File: config.mk
export PLATFORM = sky130hd
export DESIGN_NAME = memory_pressure_level_hysteresis
export DESIGN_NICKNAME = d
export VERILOG_FILES = /design/src/hdl/mplh_pkg.sv /design/src/hdl/mplh_serial.sv /design/src/hdl/mplh_div.sv /design/src/hdl/memory_pressure_level_hysteresis.sv
export SDC_FILE = /design/constraint.sdc
export NUM_CORES = 1
export LEC_CHECK = 0
export BUFFER_PORTS_ARGS = -buffer_cell sky130_fd_sc_hd__buf_2
export CORE_UTILIZATION = 55
export CTS_CLUSTER_SIZE = 16
export DETAILED_ROUTE_END_ITERATION = 16
export HOLD_SLACK_MARGIN = 0.06
export PLACE_DENSITY = 0.72
export SLEW_MARGIN = 10
export SYNTH_ARGS = -nofsm -noshare
export SYNTH_HDL_FRONTEND = slang
export SYNTH_SLANG_ARGS = --single-unit
File: constraint.sdc
create_clock -name clk -period 9.2 [get_ports clk]
set_clock_uncertainty 0.2 [all_clocks]
set_input_delay 0.46 -clock clk [delete_from_list [all_inputs] [get_ports clk]]
set_output_delay 0.46 -clock clk [all_outputs]
set_load 0.005 [all_outputs]
File: src/hdl/mplh_pkg.sv
// ----------------------------------------------------------------------------
// mplh_pkg: shared definitions for the memory pressure level block
// Widths, digit sizes, register indexes, level codes and state types.
// ----------------------------------------------------------------------------
package mplh_pkg;

	// page counter width and derived widths
	localparam int COUNT_WIDTH = 32;
	localparam int USED_W      = COUNT_WIDTH + 1;
	localparam int DIGIT_W     = 4;
	// serial word: room for a sum of three counters, rounded up to whole digits
	localparam int EXT_W       = ((COUNT_WIDTH + 2 + DIGIT_W - 1) / DIGIT_W) * DIGIT_W;
	localparam int NDIG        = EXT_W / DIGIT_W;
	localparam int DIG_CW      = $clog2(NDIG);

	// percentage
	localparam int PCT_SCALE = 100;
	localparam int PCT_W     = 8;
	localparam int PROD_W    = USED_W + $clog2(PCT_SCALE);
	localparam int PCT_CW    = $clog2(PCT_W);

	// levels
	localparam int LEVEL_COUNT = 5;
	localparam int LVL_W       = 3;
	localparam logic [LVL_W-1:0] LVL_NORMAL   = 3'd0;
	localparam logic [LVL_W-1:0] LVL_MEDIUM   = 3'd1;
	localparam logic [LVL_W-1:0] LVL_LOW      = 3'd2;
	localparam logic [LVL_W-1:0] LVL_CRITICAL = 3'd3;
	localparam logic [LVL_W-1:0] LVL_REBOOT   = 3'd4;

	// threshold registers
	localparam int REG_COUNT = 8;
	localparam int REG_IDX_W = $clog2(REG_COUNT);
	localparam int THR_W     = 8;
	localparam logic [REG_IDX_W-1:0] REG_ENTER_MEDIUM   = 3'd0;
	localparam logic [REG_IDX_W-1:0] REG_ENTER_LOW      = 3'd1;
	localparam logic [REG_IDX_W-1:0] REG_ENTER_CRITICAL = 3'd2;
	localparam logic [REG_IDX_W-1:0] REG_ENTER_REBOOT   = 3'd3;
	localparam logic [REG_IDX_W-1:0] REG_LEAVE_MEDIUM   = 3'd4;
	localparam logic [REG_IDX_W-1:0] REG_LEAVE_LOW      = 3'd5;
	localparam logic [REG_IDX_W-1:0] REG_LEAVE_CRITICAL = 3'd6;
	localparam logic [REG_IDX_W-1:0] REG_LEAVE_REBOOT   = 3'd7;

	localparam logic [THR_W-1:0] THR_RESET [REG_COUNT] = '{
		8'd90, 8'd100, 8'd114, 8'd120, 8'd84, 8'd94, 8'd108, 8'd112
	};

	// status of a multi-cycle unit
	typedef struct packed {
		logic busy;
		logic done;
	} eng_stat_t;

	// passes of the digit-serial arithmetic
	typedef enum logic [1:0] {
		PS_DIFF,
		PS_AVAIL,
		PS_RAMSUB,
		PS_USED
	} pass_t;

	// top-level sequencer
	typedef enum logic [1:0] {
		ST_IDLE,
		ST_ARITH,
		ST_DIV,
		ST_DONE
	} top_st_t;

endpackage

File: src/hdl/mplh_serial.sv
// ----------------------------------------------------------------------------
// mplh_serial: digit-serial page arithmetic
// Forms used pages from the counter sample in four passes over 4-bit digits,
// least significant digit first, with saturating subtractions.
// ----------------------------------------------------------------------------
module mplh_serial (
	input  logic                            clk,
	input  logic                            arst_n,
	input  logic                            start,
	input  logic [mplh_pkg::COUNT_WIDTH-1:0] file_cache_pages,
	input  logic [mplh_pkg::COUNT_WIDTH-1:0] shared_mem_pages,
	input  logic [mplh_pkg::COUNT_WIDTH-1:0] slab_reclaim_pages,
	input  logic [mplh_pkg::COUNT_WIDTH-1:0] free_pages,
	input  logic [mplh_pkg::COUNT_WIDTH-1:0] reserved_pages,
	input  logic [mplh_pkg::COUNT_WIDTH-1:0] ram_pages,
	input  logic [mplh_pkg::COUNT_WIDTH-1:0] swap_total_pages,
	input  logic [mplh_pkg::COUNT_WIDTH-1:0] swap_free_pages,
	output logic [mplh_pkg::USED_W-1:0]      used,
	output logic [mplh_pkg::COUNT_WIDTH-1:0] ram,
	output mplh_pkg::eng_stat_t              stat
);
	import mplh_pkg::*;

	// operand shift registers, rotated one digit per cycle while the unit is busy
	logic [EXT_W-1:0] fc_q, sh_q, slab_q, fr_q, rs_q, ram_q, swt_q, swf_q;
	logic [EXT_W-1:0] fc_n, fr_n, swt_n;
	logic [1:0]        cy_q;
	logic [2:0]        bw_q;
	logic [DIG_CW-1:0] dig_q;
	pass_t             pass_q, pass_n;
	logic              busy_q, done_q;

	logic              first, last;
	logic [1:0]        cy_in;
	logic [2:0]        bw_in;
	logic [DIGIT_W-1:0] sa_x, sa_y, add_x, add_y, add_z;
	logic [DIGIT_W:0]   sub_a, sub_b, sub_c;
	logic [DIGIT_W+1:0] add_s;

	function automatic logic [EXT_W-1:0] rot_digit(input logic [EXT_W-1:0] v);
		return {v[DIGIT_W-1:0], v[EXT_W-1:DIGIT_W]};
	endfunction

	assign first = (dig_q == '0);
	assign last  = (dig_q == DIG_CW'(NDIG - 1));
	assign cy_in = first ? 2'b00 : cy_q;
	assign bw_in = first ? 3'b000 : bw_q;

	// operand selection per pass
	always_comb begin
		sa_x  = (pass_q == PS_RAMSUB) ? ram_q[DIGIT_W-1:0] : fc_q[DIGIT_W-1:0];
		sa_y  = (pass_q == PS_RAMSUB) ? fc_q[DIGIT_W-1:0]  : sh_q[DIGIT_W-1:0];
		add_x = (pass_q == PS_USED)   ? fr_q[DIGIT_W-1:0]  : fc_q[DIGIT_W-1:0];
		add_y = (pass_q == PS_USED)   ? swt_q[DIGIT_W-1:0] : slab_q[DIGIT_W-1:0];
		add_z = (pass_q == PS_USED)   ? '0                 : fr_q[DIGIT_W-1:0];
	end

	// one digit of each serial subtractor and of the three-input adder
	assign sub_a = {1'b0, sa_x} - {1'b0, sa_y} - (DIGIT_W+1)'(bw_in[0]);
	assign sub_b = {1'b0, fr_q[DIGIT_W-1:0]} - {1'b0, rs_q[DIGIT_W-1:0]}
		- (DIGIT_W+1)'(bw_in[1]);
	assign sub_c = {1'b0, swt_q[DIGIT_W-1:0]} - {1'b0, swf_q[DIGIT_W-1:0]}
		- (DIGIT_W+1)'(bw_in[2]);
	assign add_s = (DIGIT_W+2)'(add_x) + (DIGIT_W+2)'(add_y) + (DIGIT_W+2)'(add_z)
		+ (DIGIT_W+2)'(cy_in);

	// result digits enter at the top; a final borrow clears the word
	always_comb begin
		fc_n  = rot_digit(fc_q);
		fr_n  = rot_digit(fr_q);
		swt_n = rot_digit(swt_q);
		unique case (pass_q)
			PS_DIFF: begin
				fc_n  = {sub_a[DIGIT_W-1:0], fc_q[EXT_W-1:DIGIT_W]};
				fr_n  = {sub_b[DIGIT_W-1:0], fr_q[EXT_W-1:DIGIT_W]};
				swt_n = {sub_c[DIGIT_W-1:0], swt_q[EXT_W-1:DIGIT_W]};
				if (last && sub_a[DIGIT_W]) begin
					fc_n = '0;
				end
				if (last && sub_b[DIGIT_W]) begin
					fr_n = '0;
				end
				if (last && sub_c[DIGIT_W]) begin
					swt_n = '0;
				end
			end
			PS_AVAIL: begin
				fc_n = {add_s[DIGIT_W-1:0], fc_q[EXT_W-1:DIGIT_W]};
			end
			PS_RAMSUB: begin
				fr_n = {sub_a[DIGIT_W-1:0], fr_q[EXT_W-1:DIGIT_W]};
				if (last && sub_a[DIGIT_W]) begin
					fr_n = '0;
				end
			end
			PS_USED: begin
				fr_n = {add_s[DIGIT_W-1:0], fr_q[EXT_W-1:DIGIT_W]};
			end
			default: begin
				fc_n = rot_digit(fc_q);
			end
		endcase
	end

	// pass order
	always_comb begin
		unique case (pass_q)
			PS_DIFF:   pass_n = PS_AVAIL;
			PS_AVAIL:  pass_n = PS_RAMSUB;
			PS_RAMSUB: pass_n = PS_USED;
			PS_USED:   pass_n = PS_DIFF;
			default:   pass_n = PS_DIFF;
		endcase
	end

	// sequencing
	always_ff @(posedge clk or negedge arst_n) begin
		if (!arst_n) begin
			busy_q <= 1'b0;
			done_q <= 1'b0;
			pass_q <= PS_DIFF;
			dig_q  <= '0;
		end else begin
			done_q <= busy_q && last && (pass_q == PS_USED);
			if (start && !busy_q) begin
				busy_q <= 1'b1;
				pass_q <= PS_DIFF;
				dig_q  <= '0;
			end else if (busy_q) begin
				if (last) begin
					dig_q  <= '0;
					pass_q <= pass_n;
					if (pass_q == PS_USED) begin
						busy_q <= 1'b0;
					end
				end else begin
					dig_q <= dig_q + 1'b1;
				end
			end
		end
	end

	// datapath
	always_ff @(posedge clk) begin
		if (start && !busy_q) begin
			fc_q   <= EXT_W'(file_cache_pages);
			sh_q   <= EXT_W'(shared_mem_pages);
			slab_q <= EXT_W'(slab_reclaim_pages);
			fr_q   <= EXT_W'(free_pages);
			rs_q   <= EXT_W'(reserved_pages);
			ram_q  <= EXT_W'(ram_pages);
			swt_q  <= EXT_W'(swap_total_pages);
			swf_q  <= EXT_W'(swap_free_pages);
		end else if (busy_q) begin
			fc_q   <= fc_n;
			sh_q   <= rot_digit(sh_q);
			slab_q <= rot_digit(slab_q);
			fr_q   <= fr_n;
			rs_q   <= rot_digit(rs_q);
			ram_q  <= rot_digit(ram_q);
			swt_q  <= swt_n;
			swf_q  <= rot_digit(swf_q);
			cy_q   <= add_s[DIGIT_W+1:DIGIT_W];
			bw_q   <= {sub_c[DIGIT_W], sub_b[DIGIT_W], sub_a[DIGIT_W]};
		end
	end

	assign used      = fr_q[USED_W-1:0];
	assign ram       = ram_q[COUNT_WIDTH-1:0];
	assign stat.busy = busy_q;
	assign stat.done = done_q;

endmodule

File: src/hdl/mplh_div.sv
// ----------------------------------------------------------------------------
// mplh_div: used percentage divider
// Scales used pages by 100, checks for a quotient above 255, then produces
// the eight quotient bits by restoring division, one bit per cycle.
// ----------------------------------------------------------------------------
module mplh_div (
	input  logic                            clk,
	input  logic                            arst_n,
	input  logic                            start,
	input  logic [mplh_pkg::USED_W-1:0]      used,
	input  logic [mplh_pkg::COUNT_WIDTH-1:0] ram,
	output logic [mplh_pkg::PCT_W-1:0]       pct,
	output mplh_pkg::eng_stat_t              stat
);
	import mplh_pkg::*;

	logic [PROD_W-1:0]      prod_q;
	logic [COUNT_WIDTH-1:0] ram_q, rem_q;
	logic [PCT_W-1:0]       lo_q, quot_q;
	logic                   sat_q, run_q, cmp_q, done_q;
	logic [PCT_CW-1:0]      cnt_q;

	logic [COUNT_WIDTH+1:0] trial;
	logic                   ge;

	// trial subtraction of the divisor
	assign trial = {1'b0, rem_q, lo_q[PCT_W-1]} - {2'b00, ram_q};
	assign ge    = !trial[COUNT_WIDTH+1];

	// control
	always_ff @(posedge clk or negedge arst_n) begin
		if (!arst_n) begin
			run_q  <= 1'b0;
			cmp_q  <= 1'b0;
			done_q <= 1'b0;
			cnt_q  <= '0;
		end else begin
			done_q <= 1'b0;
			if (start && !run_q) begin
				run_q <= 1'b1;
				cmp_q <= 1'b1;
			end else if (run_q && cmp_q) begin
				cmp_q <= 1'b0;
				cnt_q <= '0;
			end else if (run_q) begin
				cnt_q <= cnt_q + 1'b1;
				if (cnt_q == PCT_CW'(PCT_W - 1)) begin
					run_q  <= 1'b0;
					done_q <= 1'b1;
				end
			end
		end
	end

	// datapath; zero RAM pages also reads as saturated
	always_ff @(posedge clk) begin
		if (start && !run_q) begin
			prod_q <= PROD_W'(used) * PROD_W'(PCT_SCALE);
			ram_q  <= ram;
		end else if (run_q && cmp_q) begin
			rem_q  <= prod_q[PROD_W-1:PCT_W];
			lo_q   <= prod_q[PCT_W-1:0];
			sat_q  <= (prod_q[PROD_W-1:PCT_W] >= ram_q);
			quot_q <= '0;
		end else if (run_q) begin
			rem_q  <= ge ? trial[COUNT_WIDTH-1:0]
				: {rem_q[COUNT_WIDTH-2:0], lo_q[PCT_W-1]};
			lo_q   <= {lo_q[PCT_W-2:0], 1'b0};
			quot_q <= {quot_q[PCT_W-2:0], ge};
		end
	end

	assign pct       = sat_q ? '1 : quot_q;
	assign stat.busy = run_q;
	assign stat.done = done_q;

endmodule

File: src/hdl/memory_pressure_level_hysteresis.sv
// ----------------------------------------------------------------------------
// memory_pressure_level_hysteresis: pressure level from page counters
// Used pages are reported, and their percentage of RAM selects one of five levels, with a
// separate leave threshold per level for hysteresis.
// ----------------------------------------------------------------------------
//  channel | signals                          | transfer when
//  --------+----------------------------------+------------------------------
//  in      | in_valid/in_ready, 8 page counts | in_valid & in_ready
//  out     | out_valid/out_ready, 4 fields    | out_valid & out_ready
//  cfg     | cfg_wr_en, cfg_addr, cfg_wr_data | cfg_wr_en (no stall)
//
//  out_valid rises after the input transfer once the digit-serial page arithmetic
//  (4 passes of 9 four-bit digits), the divider (scale, range check, 8 quotient
//  bits), the hand-over and the commit have run, in that order.
//  One item is in work at a time, so a new item is taken only once the last one
//  is committed; the next one is taken while a result waits.
//  A stalled result holds the engine only at commit. Reset sets the held level normal.
// ----------------------------------------------------------------------------
module memory_pressure_level_hysteresis (
	input  logic                                clk,
	input  logic                                arst_n,
	// configuration
	input  logic                                cfg_wr_en,
	input  logic [mplh_pkg::REG_IDX_W-1:0]      cfg_addr,
	input  logic [mplh_pkg::THR_W-1:0]          cfg_wr_data,
	// input channel
	input  logic                                in_valid,
	output logic                                in_ready,
	input  logic [mplh_pkg::COUNT_WIDTH-1:0]     file_cache_pages,
	input  logic [mplh_pkg::COUNT_WIDTH-1:0]     shared_mem_pages,
	input  logic [mplh_pkg::COUNT_WIDTH-1:0]     slab_reclaim_pages,
	input  logic [mplh_pkg::COUNT_WIDTH-1:0]     free_pages,
	input  logic [mplh_pkg::COUNT_WIDTH-1:0]     reserved_pages,
	input  logic [mplh_pkg::COUNT_WIDTH-1:0]     ram_pages,
	input  logic [mplh_pkg::COUNT_WIDTH-1:0]     swap_total_pages,
	input  logic [mplh_pkg::COUNT_WIDTH-1:0]     swap_free_pages,
	// output channel
	output logic                                out_valid,
	input  logic                                out_ready,
	output logic [mplh_pkg::LVL_W-1:0]          level,
	output logic [mplh_pkg::USED_W-1:0]         used_pages,
	output logic [mplh_pkg::PCT_W-1:0]          used_percent,
	output logic                                level_changed
);
	import mplh_pkg::*;

	top_st_t           st_q, st_n;
	logic [THR_W-1:0]  thr_q [REG_COUNT];
	logic [LVL_W-1:0]  held_q, level_q;
	logic [USED_W-1:0] used_q;
	logic [PCT_W-1:0]  pct_q;
	logic              chg_q, out_valid_q;

	logic              ser_start, div_start, commit;
	eng_stat_t         ser_stat, div_stat;
	logic [USED_W-1:0]      ser_used;
	logic [COUNT_WIDTH-1:0] ser_ram;
	logic [PCT_W-1:0]       div_pct;
	logic [LVL_W-1:0]       lvl_new;
	logic [REG_IDX_W-1:0]   leave_idx;

	// threshold registers
	always_ff @(posedge clk or negedge arst_n) begin
		if (!arst_n) begin
			thr_q <= THR_RESET;
		end else if (cfg_wr_en) begin
			thr_q[cfg_addr] <= cfg_wr_data;
		end
	end

	// sequencer: next state
	always_comb begin
		st_n = st_q;
		unique case (st_q)
			ST_IDLE:  if (in_valid) st_n = ST_ARITH;
			ST_ARITH: if (ser_stat.done) st_n = ST_DIV;
			ST_DIV:   if (div_stat.done) st_n = ST_DONE;
			ST_DONE:  if (!out_valid_q || out_ready) st_n = ST_IDLE;
			default:  st_n = ST_IDLE;
		endcase
	end

	// sequencer: outputs
	always_comb begin
		in_ready  = (st_q == ST_IDLE);
		ser_start = (st_q == ST_IDLE) && in_valid;
		div_start = (st_q == ST_ARITH) && ser_stat.done;
		commit    = (st_q == ST_DONE) && (!out_valid_q || out_ready);
	end

	always_ff @(posedge clk or negedge arst_n) begin
		if (!arst_n) begin
			st_q <= ST_IDLE;
		end else begin
			st_q <= st_n;
		end
	end

	mplh_serial u_serial (
		.clk                (clk),
		.arst_n             (arst_n),
		.start              (ser_start),
		.file_cache_pages   (file_cache_pages),
		.shared_mem_pages   (shared_mem_pages),
		.slab_reclaim_pages (slab_reclaim_pages),
		.free_pages         (free_pages),
		.reserved_pages     (reserved_pages),
		.ram_pages          (ram_pages),
		.swap_total_pages   (swap_total_pages),
		.swap_free_pages    (swap_free_pages),
		.used               (ser_used),
		.ram                (ser_ram),
		.stat               (ser_stat)
	);

	mplh_div u_div (
		.clk    (clk),
		.arst_n (arst_n),
		.start  (div_start),
		.used   (ser_used),
		.ram    (ser_ram),
		.pct    (div_pct),
		.stat   (div_stat)
	);

	// level pick: highest enter threshold exceeded, then hold on hysteresis
	assign leave_idx = held_q + REG_IDX_W'(REG_LEAVE_MEDIUM - 1);

	always_comb begin
		lvl_new = LVL_NORMAL;
		for (int i = 1; i < LEVEL_COUNT; i++) begin
			if (div_pct > thr_q[i-1]) begin
				lvl_new = LVL_W'(i);
			end
		end
		if ((lvl_new < held_q) && (held_q != LVL_NORMAL)
			&& (div_pct > thr_q[leave_idx])) begin
			lvl_new = held_q;
		end
	end

	// result register and held level
	always_ff @(posedge clk or negedge arst_n) begin
		if (!arst_n) begin
			out_valid_q <= 1'b0;
			held_q      <= LVL_NORMAL;
		end else begin
			if (commit) begin
				out_valid_q <= 1'b1;
				held_q      <= lvl_new;
			end else if (out_ready) begin
				out_valid_q <= 1'b0;
			end
		end
	end

	always_ff @(posedge clk) begin
		if (commit) begin
			level_q <= lvl_new;
			used_q  <= ser_used;
			pct_q   <= div_pct;
			chg_q   <= (lvl_new != held_q);
		end
	end

	assign out_valid     = out_valid_q;
	assign level         = level_q;
	assign used_pages    = used_q;
	assign used_percent  = pct_q;
	assign level_changed = chg_q;

	// checks
	a_units_exclusive: assert property (@(posedge clk) disable iff (!arst_n)
		!(ser_stat.busy && div_stat.busy))
		else $error("serial unit and divider busy together");

	a_accept_starts: assert property (@(posedge clk) disable iff (!arst_n)
		(in_valid && in_ready) |=> ser_stat.busy)
		else $error("accepted item did not start the serial unit");

	a_commit_held: assert property (@(posedge clk) disable iff (!arst_n)
		commit |=> (out_valid && (held_q == level)))
		else $error("held level differs from the level just delivered");

endmodule

After elaboration in Yosys (flattened, before gate mapping)
Cells that the tools add are included.
Widths: inputs -> output; s select.
{ "word_totals": {"register_bits": 540, "in_bits": 272, "out_inout_bits": 47, "elab_cells": 201} }
{ "classes": {"add_sub_neg": 13, "multipliers": 1, "order_cmp": 10, "n_eq_ne": 14, "muxes": 78, "n_bitwise": 4, "n_reduce_logical": 33} }
{ "ops": {"columns": ["op", "count"], "rows": [
  ["$mux 32", 19],
  ["$mux 36", 5],
  ["$pmux 36 s3", 1],
  ["$pmux 36 s2", 1],
  ["$bwmux 64", 1],
  ["$mux 8", 7],
  ["$gt 8x8->1", 5],
  ["$mul 33x5->38 const B", 1],
  ["$sub 33x32->34", 1],
  ["$ge 32x32->1", 1],
  ["$mux 4", 8],
  ["$bmux 8 s3", 1],
  ["$demux 8 s3", 1],
  ["$mux 3", 7],
  ["$mux 1", 17],
  ["$mux 2", 8],
  ["$pmux 2 s4", 2],
  ["$sub 4x4->5", 3],
  ["$sub 5x1->5", 3],
  ["$logic_and 1x1->1", 14],
  ["$reduce_bool 2->1", 5],
  ["$eq 2x2->1 const B", 4],
  ["$ge 4x4->1 const B", 2],
  ["$not 3->4", 2],
  ["other kinds (22)", 34]
]} }

Logic depth before layout (Yosys ltp)
{ "depth": {"ltp_word": 11, "ltp_mapped": 17} }

By module
From an unflattened synthesis, not the netlist that was laid out.
{ "unflattened": {"hier_cells": 2840, "hier_area_um2": 30611.9} }
{ "by_module_without_submodules": {"columns": ["mod", "instances", "cells_per_inst", "area_each_um2", "seq_area_each_um2"], "rows": [
  ["mplh_serial", 1, 1374, 14466.4, 8678.3],
  ["mplh_div", 1, 1042, 10402.5, 3663.5],
  ["memory_pressure_level_hysteresis", 1, 424, 5743.0, 3140.5]
]} }

Worst setup path before layout
OpenSTA, ideal clock, no wires.
{ "synth_timing": {"kind": "flip-flop to flip-flop", "from": "register st_q[0]", "to": "register u_serial.dig_q[1]", "setup_time_ps": 388, "t_arrival_ps": 6122, "required_time_ps": 8612, "path_slack_ps": 2490, "path_stages_with_launch": 6, "path_buffers": 0, "synth_period_minus_slack_ps": 6710, "cell_sequence": "dfrtp_1 > inv_1 > ha_1 > a21oi_1 > inv_1 > o21ai_0"} }
{ "synth_via": {"elab_chain_len": 4, "word_cells_on_any_way": 5} }
{ "synth_lines": {"columns": ["element", "line", "rtl"], "rows": [
  ["start: declaration", "memory_pressure_level_hysteresis.sv:47", "top_st_t st_q, st_n;"],
  ["start signal: assignment", "memory_pressure_level_hysteresis.sv:95", "st_q <= st_n;"],
  ["$logic_not 2->1 *", null, null],
  ["named net in_ready", "memory_pressure_level_hysteresis.sv:28", "output logic in_ready,"],
  ["$logic_and 1x1->1 *", "memory_pressure_level_hysteresis.sv:86", "ser_start = (st_q == ST_IDLE) && in_valid;"],
  ["$logic_and 1x1->1 *", "mplh_serial.sv:125", "if (start && !busy_q) begin"],
  ["$mux 4 / $reduce_bool 2->1 (equally long branches)", null, null],
  ["end signal: assignment", "mplh_serial.sv:137", "dig_q <= dig_q + 1'b1;"],
  ["end: declaration", "mplh_serial.sv:29", "logic [DIG_CW-1:0] dig_q;"]
]} }
Mark *: on every way through the listed nets, which the timed path passes. The rest lies on a longest branch.
A chain may end at the register's enable or synchronous reset.

Worst setup path in the final report
{ "layout_timing": {"from": "register u_serial.fr_q[11]", "to": "register u_div.prod_q[39], data pin"} }
{ "layout_via": {"elab_chain_len": 1} }
{ "layout_lines": {"columns": ["element", "line", "rtl"], "rows": [
  ["start: declaration", "mplh_serial.sv:25", "logic [EXT_W-1:0] fc_q, sh_q, slab_q, fr_q, rs_q, ram_q, swt_q, swf_q;"],
  ["start signal: assignment", "mplh_serial.sv:149", "fr_q <= EXT_W'(free_pages);"],
  ["start signal: assignment", "mplh_serial.sv:158", "fr_q <= fr_n;"],
  ["$mul 33x5->38", "mplh_div.sv:58", "prod_q <= PROD_W'(used) * PROD_W'(PCT_SCALE);"],
  ["end signal: assignment", "mplh_div.sv:58", null],
  ["end: declaration", "mplh_div.sv:17", "logic [PROD_W-1:0] prod_q;"]
]} }
No other way between the ends.

==> flow_metrics.tcl <==
set metrics [dict create \
    status "complete, no violations" \
    cp_max_fo 5 \
    min_path_cells 2 \
    ant_nets 0 \
    cap_violations 0 \
    die-width_um 235 \
    grt_start_max_net_pins 179 \
    reg2reg_slack_ns 4.21 \
    dp_hpwl_um 51200 \
    dp_cells 3336 \
    crit_path_top_delay_cell "o31ai_1" \
    netlist.area_leader.share_pct 42.5 \
    num_io_pins 319 \
    cp_slowest_stage_delay_ns 0.65 \
    r2r-end "u_div.prod_q[39]$_DFFE_PP_" \
    start_util_pct 55.6 \
    cts-buffers-inserted 57 \
    rr_startpoint "u_serial.fr_q[11]$_DFFE_PP_" \
    route.detailed.drc 0 \
    power_density_nw_per_um2 330 \
    crit_path_end "u_div.prod_q[39]$_DFFE_PP_" \
    setup_viol 0 \
    synth_nets 2955 \
    h-tree-depth 2 \
    p_seq_share_pct 38.0 \
    firstDrtPassIters 5 \
    clk_latency_ns 0.62 \
    cts_setup_buffers 0 \
    synth_edf_count 423 \
    grt_pass1_vias 22600 \
    syn_avg_cell_area_um2 12.5 \
    report.final.slew_viol_count 0 \
    rsz0062_at_grt "false" \
    start_kind "flip-flop" \
    syn_to_final_growth_pct 22.7 \
    yosysWarnings 0 \
    fmax_mhz 200 \
    swShare_pct 36.2 \
    hp-class "in -> reg" \
    postSynth.asyncResetShare_pct 15.6 \
    antenna_found_initial 4 \
    fin_crit_ns 4.99 \
    cp-end-kind "flip-flop" \
    via_per_inst 5.77 \
    drtIter0Drc 1491 \
    power.share.clock_pct 18.9 \
    p_comb_share_pct 43.1 \
    ys_seq_area_share_pct 51.8 \
    use_met1_pct 34.9 \
    place_congestion 0.927 \
    use_met2_pct 49.1 \
    path_cells "ha_1 > ha_1 > inv_1 > fa_1 > inv_1 > ha_1 > a21oi_1 > o211ai_1 > a311oi_1 > o41ai_1 > o31ai_1 > o311ai_1 > a21oi_1 > xnor2_1" \
    timing.critical_path.mode_cell "ha_1" \
    grt_use_met3_pct 3.75 \
    num_rows 85 \
    yosysUniqueCellTypes 87 \
    critPathLaunch "u_serial.fr_q[11]$_DFFE_PP_" \
    io_buffer_count 318 \
    finalHoldViolations 0 \
    chipHeight_um 235 \
    drive_gt1_share_pct 23.6 \
    nets 3523 \
    cp.arrival_ns 5.15 \
    cts_max_path_buffers 3 \
    tns_ns 0 \
    cts_sinks 539 \
    num_vias 21400 \
    ys_ff_latch 539 \
    grt.total_usage_pct 28.0 \
    final_cells 3713 \
    post-route-period-util_pct 54.2 \
    crit_type "reg -> reg" \
    synth_area_um2 29900 \
    grt_overflow 0 \
    worst_slew_pin_slew_ns 1.09 \
    grt_pass1_wl_um 122000 \
    leakage_nw 15.9 \
    grt-busiest-layer "met2" \
    reg2reg_depth 14 \
    synthFlopType "edfxtp_1" \
    synth.largest_area_cell "edfxtp_1" \
    wl_um 77100 \
    core_um2 53700 \
    worstPathRequired_ns 9.36 \
    hold_slack_ns 0.0914 \
    p_sw_mw 4.38 \
    die-area_um2 55200 \
    relSlewSlack_pct 27.3 \
    synth_cells 2396 \
    wl_per_cell_um 20.8 \
    cts_tree "built" \
    cts-root-buf "clkbuf_16" \
    synth_top_cells_by_area "edfxtp_1, ha_1, mux2_2, dfrtp_1, a22o_1" \
    ir_drop_mv 0.200 \
    internal_power_mw 7.73 \
    path_clk_slew_ns 0.06 \
]
-- cells in the mapped netlist, drive strengths merged, types with 5 or more instances --
| library cell | number |
|---|---|
| o22ai | 6 |
| nor2b | 17 |
| fa | 38 |
| a21o | 36 |
| nand2 | 106 |
| a41oi | 5 |
| a21oi | 80 |
| edfxtp | 423 |
| a221o | 5 |
| clkbuf | 84 |
| xnor2 | 44 |
| o2111ai | 6 |
| nand3 | 43 |
| nand2b | 18 |
| xor2 | 25 |
| inv | 265 |
| buf | 8 |
| o21ai | 101 |
| o31ai | 9 |
| nand4 | 16 |
| mux2i | 16 |
| o211ai | 13 |
| o21a | 23 |
| mux4 | 16 |
| and2 | 18 |
| dfrtp | 54 |
| nand3b | 5 |
| dfxtp | 32 |
| ha | 249 |
| a211oi | 13 |
| or2 | 11 |
| nor4 | 5 |
| nor2 | 79 |
| nor3 | 22 |
| and3 | 16 |
| dfstp | 30 |
| mux2 | 216 |
| and4 | 6 |
| a31o | 6 |
| a31oi | 35 |
| or3 | 6 |
| o21bai | 7 |
| a22o | 126 |
-- through the flow --
step	total power [mW]	util (%)	area [um2]	setup slack (ns)
final	12.1	68.2	36600	4.21
after global routing	12.9	68.2	36600	4.04
after CTS	12.1	68.2	36600	4.38
after detailed placement	9.67	59.9	32100	4.46
after global placement	9.47	59.9	32100	4.65
after floorplan	8.20	-	29900	2.49
-- power by group through the flow --
stage | Sequential (mW) | Clock [mW] | Combinational (mW)
finish | 4.60 | 2.29 | 5.22
global route | 4.68 | 2.41 | 5.81
CTS | 4.58 | 2.32 | 5.20
detailed placement | 4.61 | 0 | 5.06
global placement | 4.58 | 0 | 4.88
floorplan | 4.39 | 0 | 3.81
-- per-layer routing --
metal | routed length, um | part of all wire [%]
met1 | 31600 | 41
met2 | 38500 | 50
met3 | 4210 | 5.5
met4 | 2900 | 3.8
met5 | 0 | 0
-- worst min path at each step --
stage,start,endpoint
5_1_grt,free_pages[9],u_serial.fr_q[9]$_DFFE_PP_
2_1_floorplan,arst_n,held_q[0]$_DFFE_PN0P_
3_5_place_dp,arst_n,u_div.done_q$_DFF_PN0_
4_1_cts,free_pages[9],u_serial.fr_q[9]$_DFFE_PP_
6_report,free_pages[9],u_serial.fr_q[9]$_DFFE_PP_
3_3_place_gp,arst_n,u_div.cmp_q$_DFFE_PN0P_
-- state kept, by name, summed over array words and instances (netlist names), 6 cells and up --
name,cells
u_div.lo_q,6
u_div.ram_q,32
u_serial.rs_q,36
u_serial.fr_q,36
u_div.quot_q,8
u_div.prod_q,38
u_serial.sh_q,36
u_serial.ram_q,36
u_serial.swt_q,36
used_pages,33
thr_q,64
used_percent,8
u_serial.swf_q,36
u_serial.slab_q,36
u_div.rem_q,32
u_serial.fc_q,36
-- layout by cell type, fill, tap and decap left out, types with 18 or more instances in the layout --
master / count
a21o_1: 36
a21oi_1: 77
a22o_1: 126
a31oi_1: 34
buf_2: 317
buf_4: 18
clkbuf_16: 58
clkinv_1: 18
dfrtp_1: 52
dfstp_2: 30
dfxtp_1: 32
dlygate4sd3_1: 265
edfxtp_1: 423
fa_1: 38
ha_1: 249
inv_1: 264
mux2_2: 216
nand2_1: 104
nand2b_1: 18
nand3_1: 43
nor2_1: 74
nor3_1: 21
o21a_1: 23
o21ai_0: 74
o21ai_1: 27
xnor2_1: 44
xor2_1: 25
-- final cells by class --
class,instances,area [um2]
Clock buffer,74,1530
Clock inverter,34,305
Fill cell,3815,17100
Antenna cell,4,10.0
Multi-Input combinational cell,1499,13000
Tap cell,696,871
Sequential cell,539,15500
Inverter,266,1010
Timing Repair Buffer,601,4390
-- critical path, delay by kind of cell, from the launching register on --
kind / cells / cell delay [ns]
AO/OA/AOI/OAI: 7 / 2.37
XOR/XNOR: 1 / 0.08
buffers and inverters: 2 / 0.09
flip-flops: 1 / 0.49
adder cells (fa/ha/maj): 4 / 1.50
-- logic make-up after synthesis --
kind of cell | Yosys count | share of synthesized area [%]
compound gates | 515 | 12.3
xor+xnor | 69 | 2.02
fa+ha+maj | 287 | 13.0
buf+inv | 358 | 4.66
flops | 539 | 51.8
mux | 248 | 9.89
simple gates | 380 | 6.33
-- what timing repair did --
item                                   CTS  global route
gates resized for setup                  0             0
endpoints found under the hold margin  337             0
hold buffers                           265             0
No activity file was read; power rests on OpenSTA's default activity.
